[src/rtl/escape_sequence_key_decoder_core_assert.svh]
// Assertion macros for the key decoder.
`ifndef ESCAPE_SEQUENCE_KEY_DECODER_CORE_ASSERT_SVH
`define ESCAPE_SEQUENCE_KEY_DECODER_CORE_ASSERT_SVH

`ifndef SYNTH
`define ESCKD_ASSERT_NOW(lbl, ante, cons) \
  lbl: assert property (@(posedge clk) disable iff (!rst_n) (ante) |-> (cons)) \
    else $error("esckd assertion failed");
`define ESCKD_ASSERT_NEXT(lbl, ante, cons) \
  lbl: assert property (@(posedge clk) disable iff (!rst_n) (ante) |=> (cons)) \
    else $error("esckd assertion failed");
`else
`define ESCKD_ASSERT_NOW(lbl, ante, cons)
`define ESCKD_ASSERT_NEXT(lbl, ante, cons)
`endif

`endif

[src/rtl/esckd_pkg.sv]
`timescale 1ns / 1ps

package esckd_pkg;

  localparam logic [7:0] ESC_BYTE  = 8'h1B;
  localparam logic [7:0] CSI_BYTE  = 8'h5B;
  localparam logic [7:0] SS3_BYTE  = 8'h4F;
  localparam logic [7:0] TILDE     = 8'h7E;
  localparam logic [7:0] MOUSE_M   = 8'h4D;
  localparam logic [7:0] BTN_IN    = 8'd32;
  localparam logic [7:0] BTN_OUT   = 8'd35;
  localparam logic [7:0] CH_A      = 8'h41;
  localparam logic [7:0] CH_B      = 8'h42;
  localparam logic [7:0] CH_C      = 8'h43;
  localparam logic [7:0] CH_D      = 8'h44;
  localparam logic [7:0] CH_F      = 8'h46;
  localparam logic [7:0] CH_H      = 8'h48;
  localparam logic [7:0] DIGIT_0   = 8'h30;
  localparam logic [7:0] DIGIT_1   = 8'h31;
  localparam logic [7:0] DIGIT_3   = 8'h33;
  localparam logic [7:0] DIGIT_4   = 8'h34;
  localparam logic [7:0] DIGIT_5   = 8'h35;
  localparam logic [7:0] DIGIT_6   = 8'h36;
  localparam logic [7:0] DIGIT_7   = 8'h37;
  localparam logic [7:0] DIGIT_8   = 8'h38;
  localparam logic [7:0] DIGIT_9   = 8'h39;

  localparam logic [3:0] KIND_CHAR  = 4'd0;
  localparam logic [3:0] KIND_ESC   = 4'd1;
  localparam logic [3:0] KIND_UP    = 4'd2;
  localparam logic [3:0] KIND_DOWN  = 4'd3;
  localparam logic [3:0] KIND_RIGHT = 4'd4;
  localparam logic [3:0] KIND_LEFT  = 4'd5;
  localparam logic [3:0] KIND_HOME  = 4'd6;
  localparam logic [3:0] KIND_END   = 4'd7;
  localparam logic [3:0] KIND_PGUP  = 4'd8;
  localparam logic [3:0] KIND_PGDN  = 4'd9;
  localparam logic [3:0] KIND_DEL   = 4'd10;
  localparam logic [3:0] KIND_MIN   = 4'd11;
  localparam logic [3:0] KIND_MOUT  = 4'd12;

  typedef struct packed {
    logic       req_type;
    logic [7:0] byte_in;
  } req_t;

  typedef struct packed {
    logic [3:0] key_kind;
    logic [7:0] char_value;
  } key_t;

  typedef struct packed {
    logic emit;
    key_t key;
  } dec_t;

  function automatic logic [3:0] tilde_kind(input logic [7:0] digit);
    logic [3:0] k;
    unique case (digit)
      DIGIT_1: k = KIND_HOME;
      DIGIT_3: k = KIND_DEL;
      DIGIT_4: k = KIND_END;
      DIGIT_5: k = KIND_PGUP;
      DIGIT_6: k = KIND_PGDN;
      DIGIT_7: k = KIND_HOME;
      DIGIT_8: k = KIND_END;
      default: k = KIND_ESC;
    endcase
    return k;
  endfunction

endpackage

[src/rtl/esckd_chan_if.sv]
`timescale 1ns / 1ps

interface esckd_chan_if #(
  parameter type payload_t = logic
) ();
  logic     valid;
  logic     ready;
  payload_t payload;

  modport source (output valid, output payload, input ready);
  modport sink (input valid, input payload, output ready);
endinterface

[src/rtl/escape_sequence_key_decoder_core.sv]
`timescale 1ns / 1ps
// Data path: input register, combinational parser, result register.
// Throughput: one input transaction per cycle while the result side keeps up.
// The input register and the result register each hold one transaction.
// Reset (rst_n low, synchronous) empties both registers and returns the
// parser to idle with the held byte cleared.

`include "escape_sequence_key_decoder_core_assert.svh"

module escape_sequence_key_decoder_core (
  input logic          clk,
  input logic          rst_n,
  esckd_chan_if.sink   in_chan,
  esckd_chan_if.source out_chan
);

  logic            in_valid;
  logic            in_ready;
  esckd_pkg::req_t in_payload;
  logic            out_valid;
  logic            out_ready;
  esckd_pkg::key_t out_key;
  logic            adv;
  logic            s1_valid;
  esckd_pkg::req_t s1_item;
  esckd_pkg::dec_t dec;

  assign in_valid         = in_chan.valid;
  assign in_payload       = in_chan.payload;
  assign in_chan.ready    = in_ready;
  assign out_ready        = out_chan.ready;
  assign out_chan.valid   = out_valid;
  assign out_chan.payload = out_key;

  esckd_in_stage u_in_stage (
    .clk        (clk),
    .rst_n      (rst_n),
    .in_valid   (in_valid),
    .in_payload (in_payload),
    .in_ready   (in_ready),
    .adv        (adv),
    .s1_valid   (s1_valid),
    .s1_item    (s1_item)
  );

  esckd_parser u_parser (
    .clk   (clk),
    .rst_n (rst_n),
    .fire  (adv),
    .item  (s1_item),
    .dec   (dec)
  );

  esckd_out_stage u_out_stage (
    .clk       (clk),
    .rst_n     (rst_n),
    .s1_valid  (s1_valid),
    .dec       (dec),
    .out_ready (out_ready),
    .out_valid (out_valid),
    .out_key   (out_key),
    .adv       (adv)
  );

  `ESCKD_ASSERT_NEXT(a_hold_on_stall, s1_valid && out_valid && !out_ready, s1_valid)
  `ESCKD_ASSERT_NOW(a_ready_when_empty, !in_ready, s1_valid)
  `ESCKD_ASSERT_NOW(a_char_zero, out_valid && (out_key.key_kind != esckd_pkg::KIND_CHAR), out_key.char_value == 8'd0)
  `ESCKD_ASSERT_NOW(a_kind_range, out_valid, out_key.key_kind <= esckd_pkg::KIND_MOUT)

endmodule

[src/rtl/esckd_in_stage.sv]
`timescale 1ns / 1ps

module esckd_in_stage (
  input  logic              clk,
  input  logic              rst_n,
  input  logic              in_valid,
  input  esckd_pkg::req_t   in_payload,
  output logic              in_ready,
  input  logic              adv,
  output logic              s1_valid,
  output esckd_pkg::req_t   s1_item
);

  logic            valid_r;
  logic            valid_nxt;
  esckd_pkg::req_t item_r;
  logic            accept;

  assign in_ready = !valid_r || adv;
  assign accept   = in_valid && in_ready;

  always_comb begin
    valid_nxt = valid_r;
    if (accept) begin
      valid_nxt = 1'b1;
    end else if (adv) begin
      valid_nxt = 1'b0;
    end
  end

  always_ff @(posedge clk) begin
    if (!rst_n) begin
      valid_r <= 1'b0;
    end else begin
      valid_r <= valid_nxt;
    end
  end

  always_ff @(posedge clk) begin
    if (accept) begin
      item_r <= in_payload;
    end
  end

  assign s1_valid = valid_r;
  assign s1_item  = item_r;

endmodule

[src/rtl/esckd_parser.sv]
`timescale 1ns / 1ps

module esckd_parser (
  input  logic              clk,
  input  logic              rst_n,
  input  logic              fire,
  input  esckd_pkg::req_t   item,
  output esckd_pkg::dec_t   dec
);

  localparam logic [2:0] PH_IDLE  = 3'd0;
  localparam logic [2:0] PH_ESC   = 3'd1;
  localparam logic [2:0] PH_FIRST = 3'd2;
  localparam logic [2:0] PH_DIGIT = 3'd3;
  localparam logic [2:0] PH_M1    = 3'd4;
  localparam logic [2:0] PH_M2    = 3'd5;
  localparam logic [2:0] PH_M3    = 3'd6;

  logic [2:0] phase_r;
  logic [2:0] phase_nxt;
  logic [7:0] held_r;
  logic [7:0] held_nxt;
  logic       tick;
  logic [7:0] b;
  logic       is_digit;

  assign tick     = item.req_type;
  assign b        = item.byte_in;
  assign is_digit = (b >= esckd_pkg::DIGIT_0) && (b <= esckd_pkg::DIGIT_9);

  always_comb begin
    phase_nxt            = phase_r;
    held_nxt             = held_r;
    dec.emit             = 1'b0;
    dec.key.key_kind     = esckd_pkg::KIND_ESC;
    dec.key.char_value   = 8'd0;
    unique case (phase_r)
      PH_ESC: begin
        held_nxt  = b;
        phase_nxt = PH_FIRST;
      end
      PH_FIRST: begin
        dec.emit = 1'b1;
        if (held_r == esckd_pkg::CSI_BYTE) begin
          if (is_digit) begin
            dec.emit  = 1'b0;
            held_nxt  = b;
            phase_nxt = PH_DIGIT;
          end else begin
            case (b)
              esckd_pkg::CH_A:    dec.key.key_kind = esckd_pkg::KIND_UP;
              esckd_pkg::CH_B:    dec.key.key_kind = esckd_pkg::KIND_DOWN;
              esckd_pkg::CH_C:    dec.key.key_kind = esckd_pkg::KIND_RIGHT;
              esckd_pkg::CH_D:    dec.key.key_kind = esckd_pkg::KIND_LEFT;
              esckd_pkg::CH_H:    dec.key.key_kind = esckd_pkg::KIND_HOME;
              esckd_pkg::CH_F:    dec.key.key_kind = esckd_pkg::KIND_END;
              esckd_pkg::MOUSE_M: begin
                dec.emit  = 1'b0;
                phase_nxt = PH_M1;
              end
              default:            dec.key.key_kind = esckd_pkg::KIND_ESC;
            endcase
          end
        end else if (held_r == esckd_pkg::SS3_BYTE) begin
          if (b == esckd_pkg::CH_H) begin
            dec.key.key_kind = esckd_pkg::KIND_HOME;
          end else if (b == esckd_pkg::CH_F) begin
            dec.key.key_kind = esckd_pkg::KIND_END;
          end
        end
      end
      PH_DIGIT: begin
        dec.emit = 1'b1;
        if (b == esckd_pkg::TILDE) begin
          dec.key.key_kind = esckd_pkg::tilde_kind(held_r);
        end
      end
      PH_M1: begin
        held_nxt  = b;
        phase_nxt = PH_M2;
      end
      PH_M2: begin
        phase_nxt = PH_M3;
      end
      PH_M3: begin
        dec.emit = 1'b1;
        if (held_r == esckd_pkg::BTN_IN) begin
          dec.key.key_kind = esckd_pkg::KIND_MIN;
        end else if (held_r == esckd_pkg::BTN_OUT) begin
          dec.key.key_kind = esckd_pkg::KIND_MOUT;
        end
      end
      default: begin
        phase_nxt = PH_IDLE;
        if (!tick) begin
          if (b == esckd_pkg::ESC_BYTE) begin
            phase_nxt = PH_ESC;
          end else begin
            dec.emit           = 1'b1;
            dec.key.key_kind   = esckd_pkg::KIND_CHAR;
            dec.key.char_value = b;
          end
        end
      end
    endcase

    // timeout inside a sequence: abandon the partial sequence, keep the held byte as it was and report a bare escape
    if (tick && (phase_r != PH_IDLE) && (phase_r <= PH_M3)) begin
      dec.emit           = 1'b1;
      dec.key.key_kind   = esckd_pkg::KIND_ESC;
      dec.key.char_value = 8'd0;
      held_nxt           = held_r;
    end

    if (dec.emit) begin
      phase_nxt = PH_IDLE;
    end
  end

  always_ff @(posedge clk) begin
    if (!rst_n) begin
      phase_r <= PH_IDLE;
      held_r  <= 8'd0;
    end else if (fire) begin
      phase_r <= phase_nxt;
      held_r  <= held_nxt;
    end
  end

endmodule

[src/rtl/esckd_out_stage.sv]
`timescale 1ns / 1ps

module esckd_out_stage (
  input  logic              clk,
  input  logic              rst_n,
  input  logic              s1_valid,
  input  esckd_pkg::dec_t   dec,
  input  logic              out_ready,
  output logic              out_valid,
  output esckd_pkg::key_t   out_key,
  output logic              adv
);

  logic            valid_r;
  logic            valid_nxt;
  esckd_pkg::key_t key_r;
  logic            load;

  assign adv  = s1_valid && (!valid_r || out_ready);
  assign load = adv && dec.emit;

  always_comb begin
    valid_nxt = valid_r;
    if (load) begin
      valid_nxt = 1'b1;
    end else if (out_ready) begin
      valid_nxt = 1'b0;
    end
  end

  always_ff @(posedge clk) begin
    if (!rst_n) begin
      valid_r <= 1'b0;
    end else begin
      valid_r <= valid_nxt;
    end
  end

  always_ff @(posedge clk) begin
    if (load) begin
      key_r <= dec.key;
    end
  end

  assign out_valid = valid_r;
  assign out_key   = key_r;

endmodule

[src/flat_wrapper.sv]
// flat-port wrapper written by rule: the top's interface ports become plain ports
module escape_sequence_key_decoder_core_flat import esckd_pkg::*;
  (clk, rst_n, in_chan_valid, in_chan_payload, in_chan_ready, out_chan_valid, out_chan_payload, out_chan_ready);
  esckd_chan_if #(.payload_t(req_t)) in_chan_i ();
  esckd_chan_if #(.payload_t(key_t)) out_chan_i ();
  input logic clk;
  input logic rst_n;
  input wire logic [$bits(in_chan_i.valid)-1:0] in_chan_valid;
  input wire logic [$bits(in_chan_i.payload)-1:0] in_chan_payload;
  output wire logic [$bits(in_chan_i.ready)-1:0] in_chan_ready;
  output wire logic [$bits(out_chan_i.valid)-1:0] out_chan_valid;
  output wire logic [$bits(out_chan_i.payload)-1:0] out_chan_payload;
  input wire logic [$bits(out_chan_i.ready)-1:0] out_chan_ready;
  assign in_chan_i.valid = in_chan_valid;
  assign in_chan_i.payload = in_chan_payload;
  assign in_chan_ready = in_chan_i.ready;
  assign out_chan_valid = out_chan_i.valid;
  assign out_chan_payload = out_chan_i.payload;
  assign out_chan_i.ready = out_chan_ready;
  escape_sequence_key_decoder_core u_core (.clk(clk), .rst_n(rst_n), .in_chan(in_chan_i), .out_chan(out_chan_i));
endmodule
[config.mk]
export PLATFORM = sky130hd
export DESIGN_NAME = escape_sequence_key_decoder_core_flat
export DESIGN_NICKNAME = d
export VERILOG_FILES = /design/src/rtl/esckd_pkg.sv /design/src/rtl/esckd_chan_if.sv /design/src/rtl/escape_sequence_key_decoder_core.sv /design/src/rtl/esckd_in_stage.sv /design/src/rtl/esckd_parser.sv /design/src/rtl/esckd_out_stage.sv /design/src/flat_wrapper.sv
export VERILOG_INCLUDE_DIRS = /design/src /design/src/rtl
export SDC_FILE = /design/constraint.sdc
export NUM_CORES = 1
export LEC_CHECK = 0
export BUFFER_PORTS_ARGS = -buffer_cell sky130_fd_sc_hd__buf_2
export CELL_PAD_IN_SITES_DETAIL_PLACEMENT = 0
export CELL_PAD_IN_SITES_GLOBAL_PLACEMENT = 1
export CORE_UTILIZATION = 39
export DETAILED_ROUTE_END_ITERATION = 7
export GPL_ROUTABILITY_DRIVEN = 1
export PLACE_DENSITY_LB_ADDON = 0.1
export REMOVE_ABC_BUFFERS = 1
export SYNTH_ARGS = -nofsm -noshare
export SYNTH_HDL_FRONTEND = slang
export SYNTH_SLANG_ARGS = --single-unit
export TNS_END_PERCENT = 100
[constraint.sdc]
create_clock -name clk -period 2.3 [get_ports clk]
set_input_delay 0.46 -clock clk [delete_from_list [all_inputs] [get_ports clk]]
set_output_delay 0.46 -clock clk [all_outputs]
set_load 0.005 [all_outputs]
==> results of run 1 <==
[repair_timing]
action                                  CTS  global route
buffers inserted                          0             0
gates resized for setup                   0             1
endpoints found under the setup margin    0            12
[cells in the mapped netlist (4+ instances only)]
library cell	instances
a21oi_1	11
a31oi_1	4
and2_1	10
dfxtp_1	13
edfxtp_1	21
nand2_1	16
nand2b_1	8
nand3_1	15
nor2_1	10
nor2b_1	12
nor3_1	4
o21ai_0	21
[final cells by class]
cell class | instances | area share
Clock inverter | 3 | 0.0305
Sequential cell | 34 | 0.395
Timing Repair Buffer | 43 | 0.114
Tap cell | 52 | 0.0288
Clock buffer | 5 | 0.0305
Inverter | 2 | 0.00333
Multi-Input combinational cell | 150 | 0.398
[cells by family after synthesis]
kind of cell              after synthesis  share of synthesized area
and+or+nand+nor                       102                      0.326
DFF                                    34                      0.476
AOI/OAI and AO/OA                      47                      0.148
buffers and inverters                  13                     0.0454
xor gates and xnor gates                1                    0.00468
[worst min path at each step]
stage	startpoint	endpoint	slack [ns]	depth (start not counted)
floorplan	u_core.u_parser.held_r[5]$_SDFFE_PN0P_	u_core.u_parser.held_r[5]$_SDFFE_PN0P_	0.45	2
global placement	u_core.u_parser.held_r[5]$_SDFFE_PN0P_	u_core.u_parser.held_r[5]$_SDFFE_PN0P_	0.47	2
detailed placement	u_core.u_parser.held_r[5]$_SDFFE_PN0P_	u_core.u_parser.held_r[5]$_SDFFE_PN0P_	0.49	2
CTS	in_chan_payload[1]	u_core.u_in_stage.s1_item[1]$_DFFE_PP_	0.33	1
global route	in_chan_payload[5]	u_core.u_in_stage.s1_item[5]$_DFFE_PP_	0.33	1
finish	in_chan_payload[4]	u_core.u_in_stage.s1_item[4]$_DFFE_PP_	0.34	1
[report_power, final]
group | leakage (nW) | switching (mW) | total [mW] | internal (mW)
logic | 0.440 | 0.0432 | 0.0791 | 0.0359
clock network | 0.0683 | 0.232 | 0.666 | 0.434
registers | 0.313 | 0.0121 | 0.676 | 0.664
[critical path, stage by stage (launching register included)]
cell	delay, ns
dfxtp_1	0.33
or3b_1	0.42
or4_4	0.57
nor2_4	0.15
a31oi_1	0.10
or2_0	0.22
a211oi_2	0.21
[per-stage QoR]
step	hold WS [ns]	instances	instance area [um2]	setup slack [ns]	util
global placement	0.472	281	2120	0.202	0.473
finish	0.342	289	2260	0.142	0.504
global route	0.328	289	2260	0.0304	0.504
detailed placement	0.489	281	2120	0.0972	0.473
CTS	0.330	289	2250	0.0692	0.504
floorplan	0.449	186	1790	0.176	-
[placed cells by master (no fill, tap or decap), types with 2 or more instances in the layout]
cell type,instances
buf_2,26
o21ai_0,21
edfxtp_1,21
buf_4,17
nand2_1,16
nand3_1,15
dfxtp_1,13
nor2b_1,12
a21oi_1,11
nor2_1,10
and2_1,9
nand2b_1,8
clkbuf_8,5
a31oi_1,4
nor3_1,4
nand4b_1,2
or4_1,2
or3b_1,2
nor4bb_1,2
nor4b_1,2
nand4_1,2
inv_1,2
or2_2,2
a211oi_1,2
o211ai_1,2
bufinv_16,2
[flip-flops by register name (all words and copies together), names as in the netlist]
| register | count |
|---|---|
| u_core.u_in_stage.s1_valid | 1 |
| u_core.u_parser.phase_r | 3 |
| u_core.u_parser.held_r | 8 |
| u_core.u_out_stage.out_key | 12 |
| u_core.u_in_stage.s1_item | 9 |
| u_core.u_out_stage.out_valid | 1 |
[metal layers]
layer	vias up	GRT usage	part of all wire
met5	-	0	0
met4	0	0.0667	0.0079
met3	4	0.0422	0.036
met2	33	0.309	0.50
met1	762	0.234	0.46
li1	794	-	-
==> reports/metrics.cfg, run 1 <==
[status]
status=finished, violations left
violations=DRC

[clock_tree]
cts_root_buf=clkbuf_8
clk_path_buf_depth=2
cts_made_buffers=5
clkLatencyLatePin_ns=0.29
cts_tree=built
clkTransAtPathRegs_ns=0.08
cts.sinks=34
cts-htree-levels=2
cts_hold_buf=0

[cells_and_area]
multi_input_area_um2=897
fin_nets=249
drive_above_1_share=0.266
area_growth_pct=20.5
antenna_cells=0
num-fill-cells=441
regArea_um2=891

[setup_path]
rr_worst_depth=6
r2r-start=u_core.u_parser.held_r[7]$_SDFFE_PN0P_
crit_type=reg -> reg
crit_start=u_core.u_parser.held_r[7]$_SDFFE_PN0P_
cp_data_arrival_time_ns=2.29
crit_path_end=u_core.u_out_stage.out_key[11]$_SDFFCE_PP0P_
r2r_end=u_core.u_out_stage.out_key[11]$_SDFFCE_PP0P_
required_ns=2.44
cp_max_fo=5
reg2reg_slack_ns=0.14
cp-start-kind=register
cp-end-kind=register

[floorplanning]
io_pins=27
coreArea_um2=4470
rows=24
dieArea_um2=5080
die_w_um=71.3
initial_utilization=0.418
die_y_um=71.3

[yosys]
synth_top_cell_by_area=edfxtp_1
synth.ff_latch_count=34
synthFlopType=edfxtp_1
syn_area_per_cell_um2=9.50
synth_cells=197
synth_area_leaders=edfxtp_1, dfxtp_1, o21ai_0
yosys_warnings=0
yosysSeqAreaShare=0.476
synth_edf_count=21
async_reset_ff_frac=0
synth_top_cell_area_share=0.337
yosysUniqueCellTypes=49
syn_area_um2=1870

[timing]
setup_tns_ns=0
timing.fmax_mhz=463
skew_ns=0.00668
hold_violations=0
min_period_ns=2.16
rsz0062_at_grt=false
max-slew-margin-rel=0.558
worst_pin_slew_ns=0.661
min_period_over_period=0.938
setup_viol=0
slew_violations=0

[placed_design]
dpl.hpwl_mm=3.23
port_buffers=26
gp_congestion=0.807

[routing]
antenna_left=0
wl_per_cell_um=14.9
vias_per_cell=5.51
firstDrtPassIters=6
drc_errors=1
num_vias=1593
wl_mm=4.30
first_iter_violations=121

[worst_hold_path]
hold_class=in -> reg

[pwr]
vdd_drop_max_mv=0.335
p_total_mw=1.42
powerDensity_nw_per_um2=630
leakagePower_nw=0.821

[grt]
grt_use_total=0.184
grt_max_degree=24
gr-total-overflow=0
antenna_found_initial=0
grt_pass1_wl_mm=7.09
first_global_vias=1473

[flow_run]
drv_cap=0

(Power assumes the default switching activity.)
==> inputs of run 2 (changes only) <==
Settings changed: PLACE_DENSITY_LB_ADDON 0.1 to 0.12, SKIP_LAST_GASP set to 1.
==> run 2 against run 1 <==
  * The run still ends with DRC left
  * Cell area grew 1.2%
  * Critical path type unchanged
  * Largest cell class unchanged
  * Critical endpoint is now u_core.u_out_stage.out_key[6]$_SDFFCE_PP0P_
  * Sequential power hardly changed
  * Routed wire length increased by 3.7%
  * Final cell count up 0.69%
  * Highest routed layer unchanged
  * Global-route usage fell by 0.11 points
  * Hold slack better by 0.0045 ns
  * Count of clock-buffer cells in the layout increased by 1
  * Register-to-register slack lost 0.02 ns
  * Clock skew increased by 0.00076 ns
  * Power increased by 1.3%
==> reports/metrics.cfg, run 2 (synthesis results as in run 1) <==
[grt]
grt_use_total=0.183
antenna_found_initial=0
grt_max_degree=24
first_global_vias=1469
grt_pass1_wl_mm=7.11
gr-total-overflow=0

[timing]
max-slew-margin-rel=0.604
worst_pin_slew_ns=0.594
finalHoldWorstSlack_ns=0.347
timing.fmax_mhz=460
hold_violations=0
skew_ns=0.00744
min_period_over_period=0.946
min_period_ns=2.17
setup_viol=0
slew_violations=0
setup_tns_ns=0
rsz0062_at_grt=false

[clock_tree]
cts_made_buffers=5
clkTransAtPathRegs_ns=0.07
clkLatencyLatePin_ns=0.29
cts_tree=built
cts-htree-levels=2
cts_hold_buf=0
cts.sinks=34
cts_root_buf=clkbuf_8
clk_path_buf_depth=2

[routing]
wl_mm=4.46
first_iter_violations=72
drc_errors=2
num_vias=1609
wl_per_cell_um=15.3
firstDrtPassIters=6
antenna_left=0
vias_per_cell=5.53

[pwr]
switching_share=0.193
seq_power_share=0.471
powerDensity_nw_per_um2=630
switchingPower_uw=277
p_total_mw=1.44
vdd_drop_max_mv=0.277
power_frac_clock=0.473
leakagePower_nw=0.831
internal_power_mw=1.16
comb_power_share=0.056

[floorplanning]
die_w_um=71.3
initial_utilization=0.418
io_pins=27
dieArea_um2=5080
coreArea_um2=4470
rows=24
die_y_um=71.3

[setup_path]
slowest_delay_ns=0.54
cp-end-kind=register
critical_path.top_delay_family=simple AND/OR/NAND/NOR gates
cp_max_fo=12
cp_slowest_cell=and2_1
crit_type=reg -> reg
crit_chain=or3b_1 > a21oi_1 > nand2_1 > a22oi_1 > and2_1
critPathBufInv=0
reg2reg_slack_ns=0.13
required_ns=2.22
cp_data_arrival_time_ns=2.10
cp-start-kind=register

[cells_and_area]
final_cell_mix=buf_2, o21ai_0, edfxtp_1, buf_4, nand2_1
area_growth_pct=22.0
finish.utilization=0.510
fin_nets=251
largest_reg_flops=12
antenna_cells=0
final_common_cell=buf_2
largest-register=u_core.u_out_stage.out_key
stdcell_area_um2=2280
drive_above_1_share=0.268

[status]
violations=DRC
status=finished, violations left

[placed_design]
dpl.hpwl_mm=3.30
gp_congestion=0.840
port_buffers=26
post_dp_cell_area_um2=2130

[flow_run]
drv_cap=0

[worst_hold_path]
hold_class=in -> reg

-- run 2: cell count changes in the layout (fill, tap and decap cells not counted) --
cell	previous run	this run
clkbuf_8	5	6
clkinv_4	1	0
o211ai_4	0	1
buf_4	17	19
o211ai_2	1	0
and2_2	1	0
and2_1	9	10
-- run 2: metrics by stage --
step           cells  setup WS (ns)
2_1_floorplan    186          0.176
3_3_place_gp     283          0.194
3_5_place_dp     283          0.148
4_1_cts          291          0.106
5_1_grt          291         0.0321
6_report         291          0.125
-- run 2: final timing paths --
check | from | endpoint | cells past startpoint
setup / recovery | u_core.u_parser.phase_r[0]$_SDFFE_PN0P_ | u_core.u_out_stage.out_key[6]$_SDFFCE_PP0P_ | 5
hold / removal | in_chan_payload[1] | u_core.u_in_stage.s1_item[1]$_DFFE_PP_ | 1
setup reg to reg | u_core.u_parser.phase_r[0]$_SDFFE_PN0P_ | u_core.u_out_stage.out_key[6]$_SDFFCE_PP0P_ | 5
hold reg to reg | u_core.u_parser.held_r[6]$_SDFFE_PN0P_ | u_core.u_parser.held_r[6]$_SDFFE_PN0P_ | 2
-- run 2: cell type report --
class,instances,area (um2)
clock inverter,2,60.1
inverter,2,7.51
multi-input combinational,150,905
clock buffer,6,82.6
fill,422,2190
sequential,34,891
timing repair buffer,45,273
tap,52,65.1
-- run 2: routing by layer --
metal | track usage | wire length, um | vias up
li1 | - | - | 799
met1 | 0.229 | 2030 | 760
met2 | 0.316 | 2190 | 43
met3 | 0.0338 | 185 | 7
met4 | 0.0667 | 56 | 0
met5 | 0 | 0 | -
-- run 2: power by group through the flow --
stage / Clock [mW] / Combinational (mW) / Sequential, mW
2_1_floorplan: 0 / 0.0323 / 0.692
3_3_place_gp: 0 / 0.0776 / 0.691
3_5_place_dp: 0 / 0.0796 / 0.691
4_1_cts: 0.693 / 0.0798 / 0.678
5_1_grt: 0.716 / 0.0882 / 0.680
6_report: 0.682 / 0.0803 / 0.678
-- run 2: what timing repair did --
item	4_1_cts	5_1_grt
gates resized for setup	0	1
buffers inserted	0	0
endpoints found under the setup margin	0	1
==> inputs of run 3 (changes only) <==
Settings changed: SETUP_SLACK_MARGIN set to 0.5.
==> run 3 against run 2 <==
  * The flow still finishes with violations (DRC)
  * Critical path depth rose by 1
  * Final cell count rose by 5.8%
  * Critical endpoint is now u_core.u_out_stage.out_key[11]$_SDFFCE_PP0P_
  * Flip-flop and latch count did not move
==> reports/metrics.cfg, run 3 (synthesis results as in run 1) <==
[routing]
drc_errors=2
vias_per_cell=5.58
first_iter_violations=136
antenna_left=0
firstDrtPassIters=6
num_vias=1720
wl_mm=5.27
wl_per_cell_um=17.1

[setup_path]
rr_worst_depth=6
slowest_delay_ns=0.60
crit_cells=6
r2r-start=u_core.u_in_stage.s1_item[7]$_DFFE_PP_
cp-start-kind=register
cp-end-kind=register
required_ns=2.43
cp_data_arrival_time_ns=2.18
critical_path.top_delay_family=simple AND/OR/NAND/NOR gates
reg2reg_slack_ns=0.25
critPathBufInv=0
crit_type=reg -> reg
cp_max_fo=5
crit_chain=nand4b_1 > or4_4 > nor2_4 > a31oi_1 > or2_1 > a211oi_2
r2r_end=u_core.u_out_stage.out_key[11]$_SDFFCE_PP0P_
cp_slowest_cell=or4_4

[clock_tree]
cts-htree-levels=2
clkTransAtPathRegs_ns=0.07
cts_made_buffers=5
clk_path_buf_depth=2
cts.sinks=34
cts_tree=built
cts_root_buf=clkbuf_8
clkLatencyLatePin_ns=0.29

[cells_and_area]
instances_no_fill=308
multi_input_area_um2=1070
drive_above_1_share=0.422
antenna_cells=0
final_common_cell=buf_4
num-fill-cells=388
area_growth_pct=37.6
largest-register=u_core.u_out_stage.out_key
fin_nets=268
final_cell_mix=buf_4, buf_2, edfxtp_1, nand2_1, nand3_1
regArea_um2=895
largest_reg_flops=12

[grt]
gr-total-overflow=0
grt_max_degree=24
first_global_vias=1660
grt_pass1_wl_mm=8.05
grt_use_total=0.208
antenna_found_initial=0

[placed_design]
dpl.hpwl_mm=3.30
placed_cells=283
gp_congestion=0.840
port_buffers=26

[worst_hold_path]
hold_class=in -> reg
min_from=in_chan_payload[1]
holdPathStages=1
hold_end=u_core.u_in_stage.s1_item[1]$_DFFE_PP_

[floorplanning]
die_y_um=71.3
io_pins=27
initial_utilization=0.418
rows=24
dieArea_um2=5080
die_w_um=71.3
coreArea_um2=4470

[timing]
hold_violations=0
setup_viol=0
rsz0062_at_grt=true
max-slew-margin-rel=0.660
min_period_over_period=0.890
skew_ns=0.00798
slew_violations=0
worst_pin_slew_ns=0.507
min_period_ns=2.05
setup_tns_ns=0
timing.fmax_mhz=488

[pwr]
powerDensity_nw_per_um2=574
leakagePower_nw=0.965
vdd_drop_max_mv=0.294

[status]
status=finished, violations left
violations=DRC

[flow_run]
drv_cap=0

run 3: worst max path at each step:
stage                                                        from  slack [ns]                                            to
after floorplan           u_core.u_parser.phase_r[1]$_SDFFE_PN0P_        0.18   u_core.u_out_stage.out_key[0]$_SDFFCE_PP0P_
after global placement     u_core.u_parser.held_r[7]$_SDFFE_PN0P_        0.19  u_core.u_out_stage.out_key[11]$_SDFFCE_PP0P_
after detailed placement  u_core.u_parser.phase_r[0]$_SDFFE_PN0P_        0.15   u_core.u_out_stage.out_key[1]$_SDFFCE_PP0P_
after CTS                  u_core.u_parser.held_r[5]$_SDFFE_PN0P_        0.22  u_core.u_out_stage.out_key[11]$_SDFFCE_PP0P_
after global routing       u_core.u_in_stage.s1_item[7]$_DFFE_PP_        0.21  u_core.u_out_stage.out_key[11]$_SDFFCE_PP0P_
final                      u_core.u_in_stage.s1_item[7]$_DFFE_PP_        0.25  u_core.u_out_stage.out_key[11]$_SDFFCE_PP0P_
run 3: final cells by class:
class                           count  area share
Timing Repair Buffer               60       0.153
Inverter                            2     0.00292
Tap cell                           52      0.0253
Clock inverter                      2      0.0233
Multi-Input combinational cell    152       0.416
Clock buffer                        6      0.0321
Sequential cell                    34       0.347
run 3: power breakdown:
part | internal [mW] | leakage, nW | switching, mW
clock | 0.462 | 0.0714 | 0.224
sequential | 0.664 | 0.314 | 0.0124
combinational | 0.0544 | 0.579 | 0.0615
run 3: through the flow:
step	power (mW)	setup WS [ns]	hold slack, ns	util	cell area, um2
after floorplan	0.724	0.176	0.449	-	1790
after global routing	1.52	0.213	0.334	0.576	2570
final	1.48	0.253	0.343	0.576	2570
after global placement	0.769	0.194	0.474	0.477	2130
after detailed placement	0.771	0.148	0.491	0.477	2130
after CTS	1.47	0.218	0.340	0.551	2460
run 3: worst reg2reg max path, stage by stage, from the launching register on:
cell and delay (ns):
edfxtp_1 0.41, nand4b_1 0.22, or4_4 0.60, nor2_4 0.15, a31oi_1 0.11, or2_1 0.24, a211oi_2 0.17
run 3: metal layers:
layer / global-route usage / share of wire
met1: 0.258 / 0.43
met2: 0.356 / 0.52
met3: 0.0352 / 0.028
met4: 0.0911 / 0.017
met5: 0 / 0
run 3: repair_timing:
action                     in CTS  in global routing
buffers inserted                9                  6
setup endpoints to repair      34                 35
gates resized for setup        30                 20
gates cloned                    2                  0
pin swaps                      16                 14
hold buffers                    0                  0
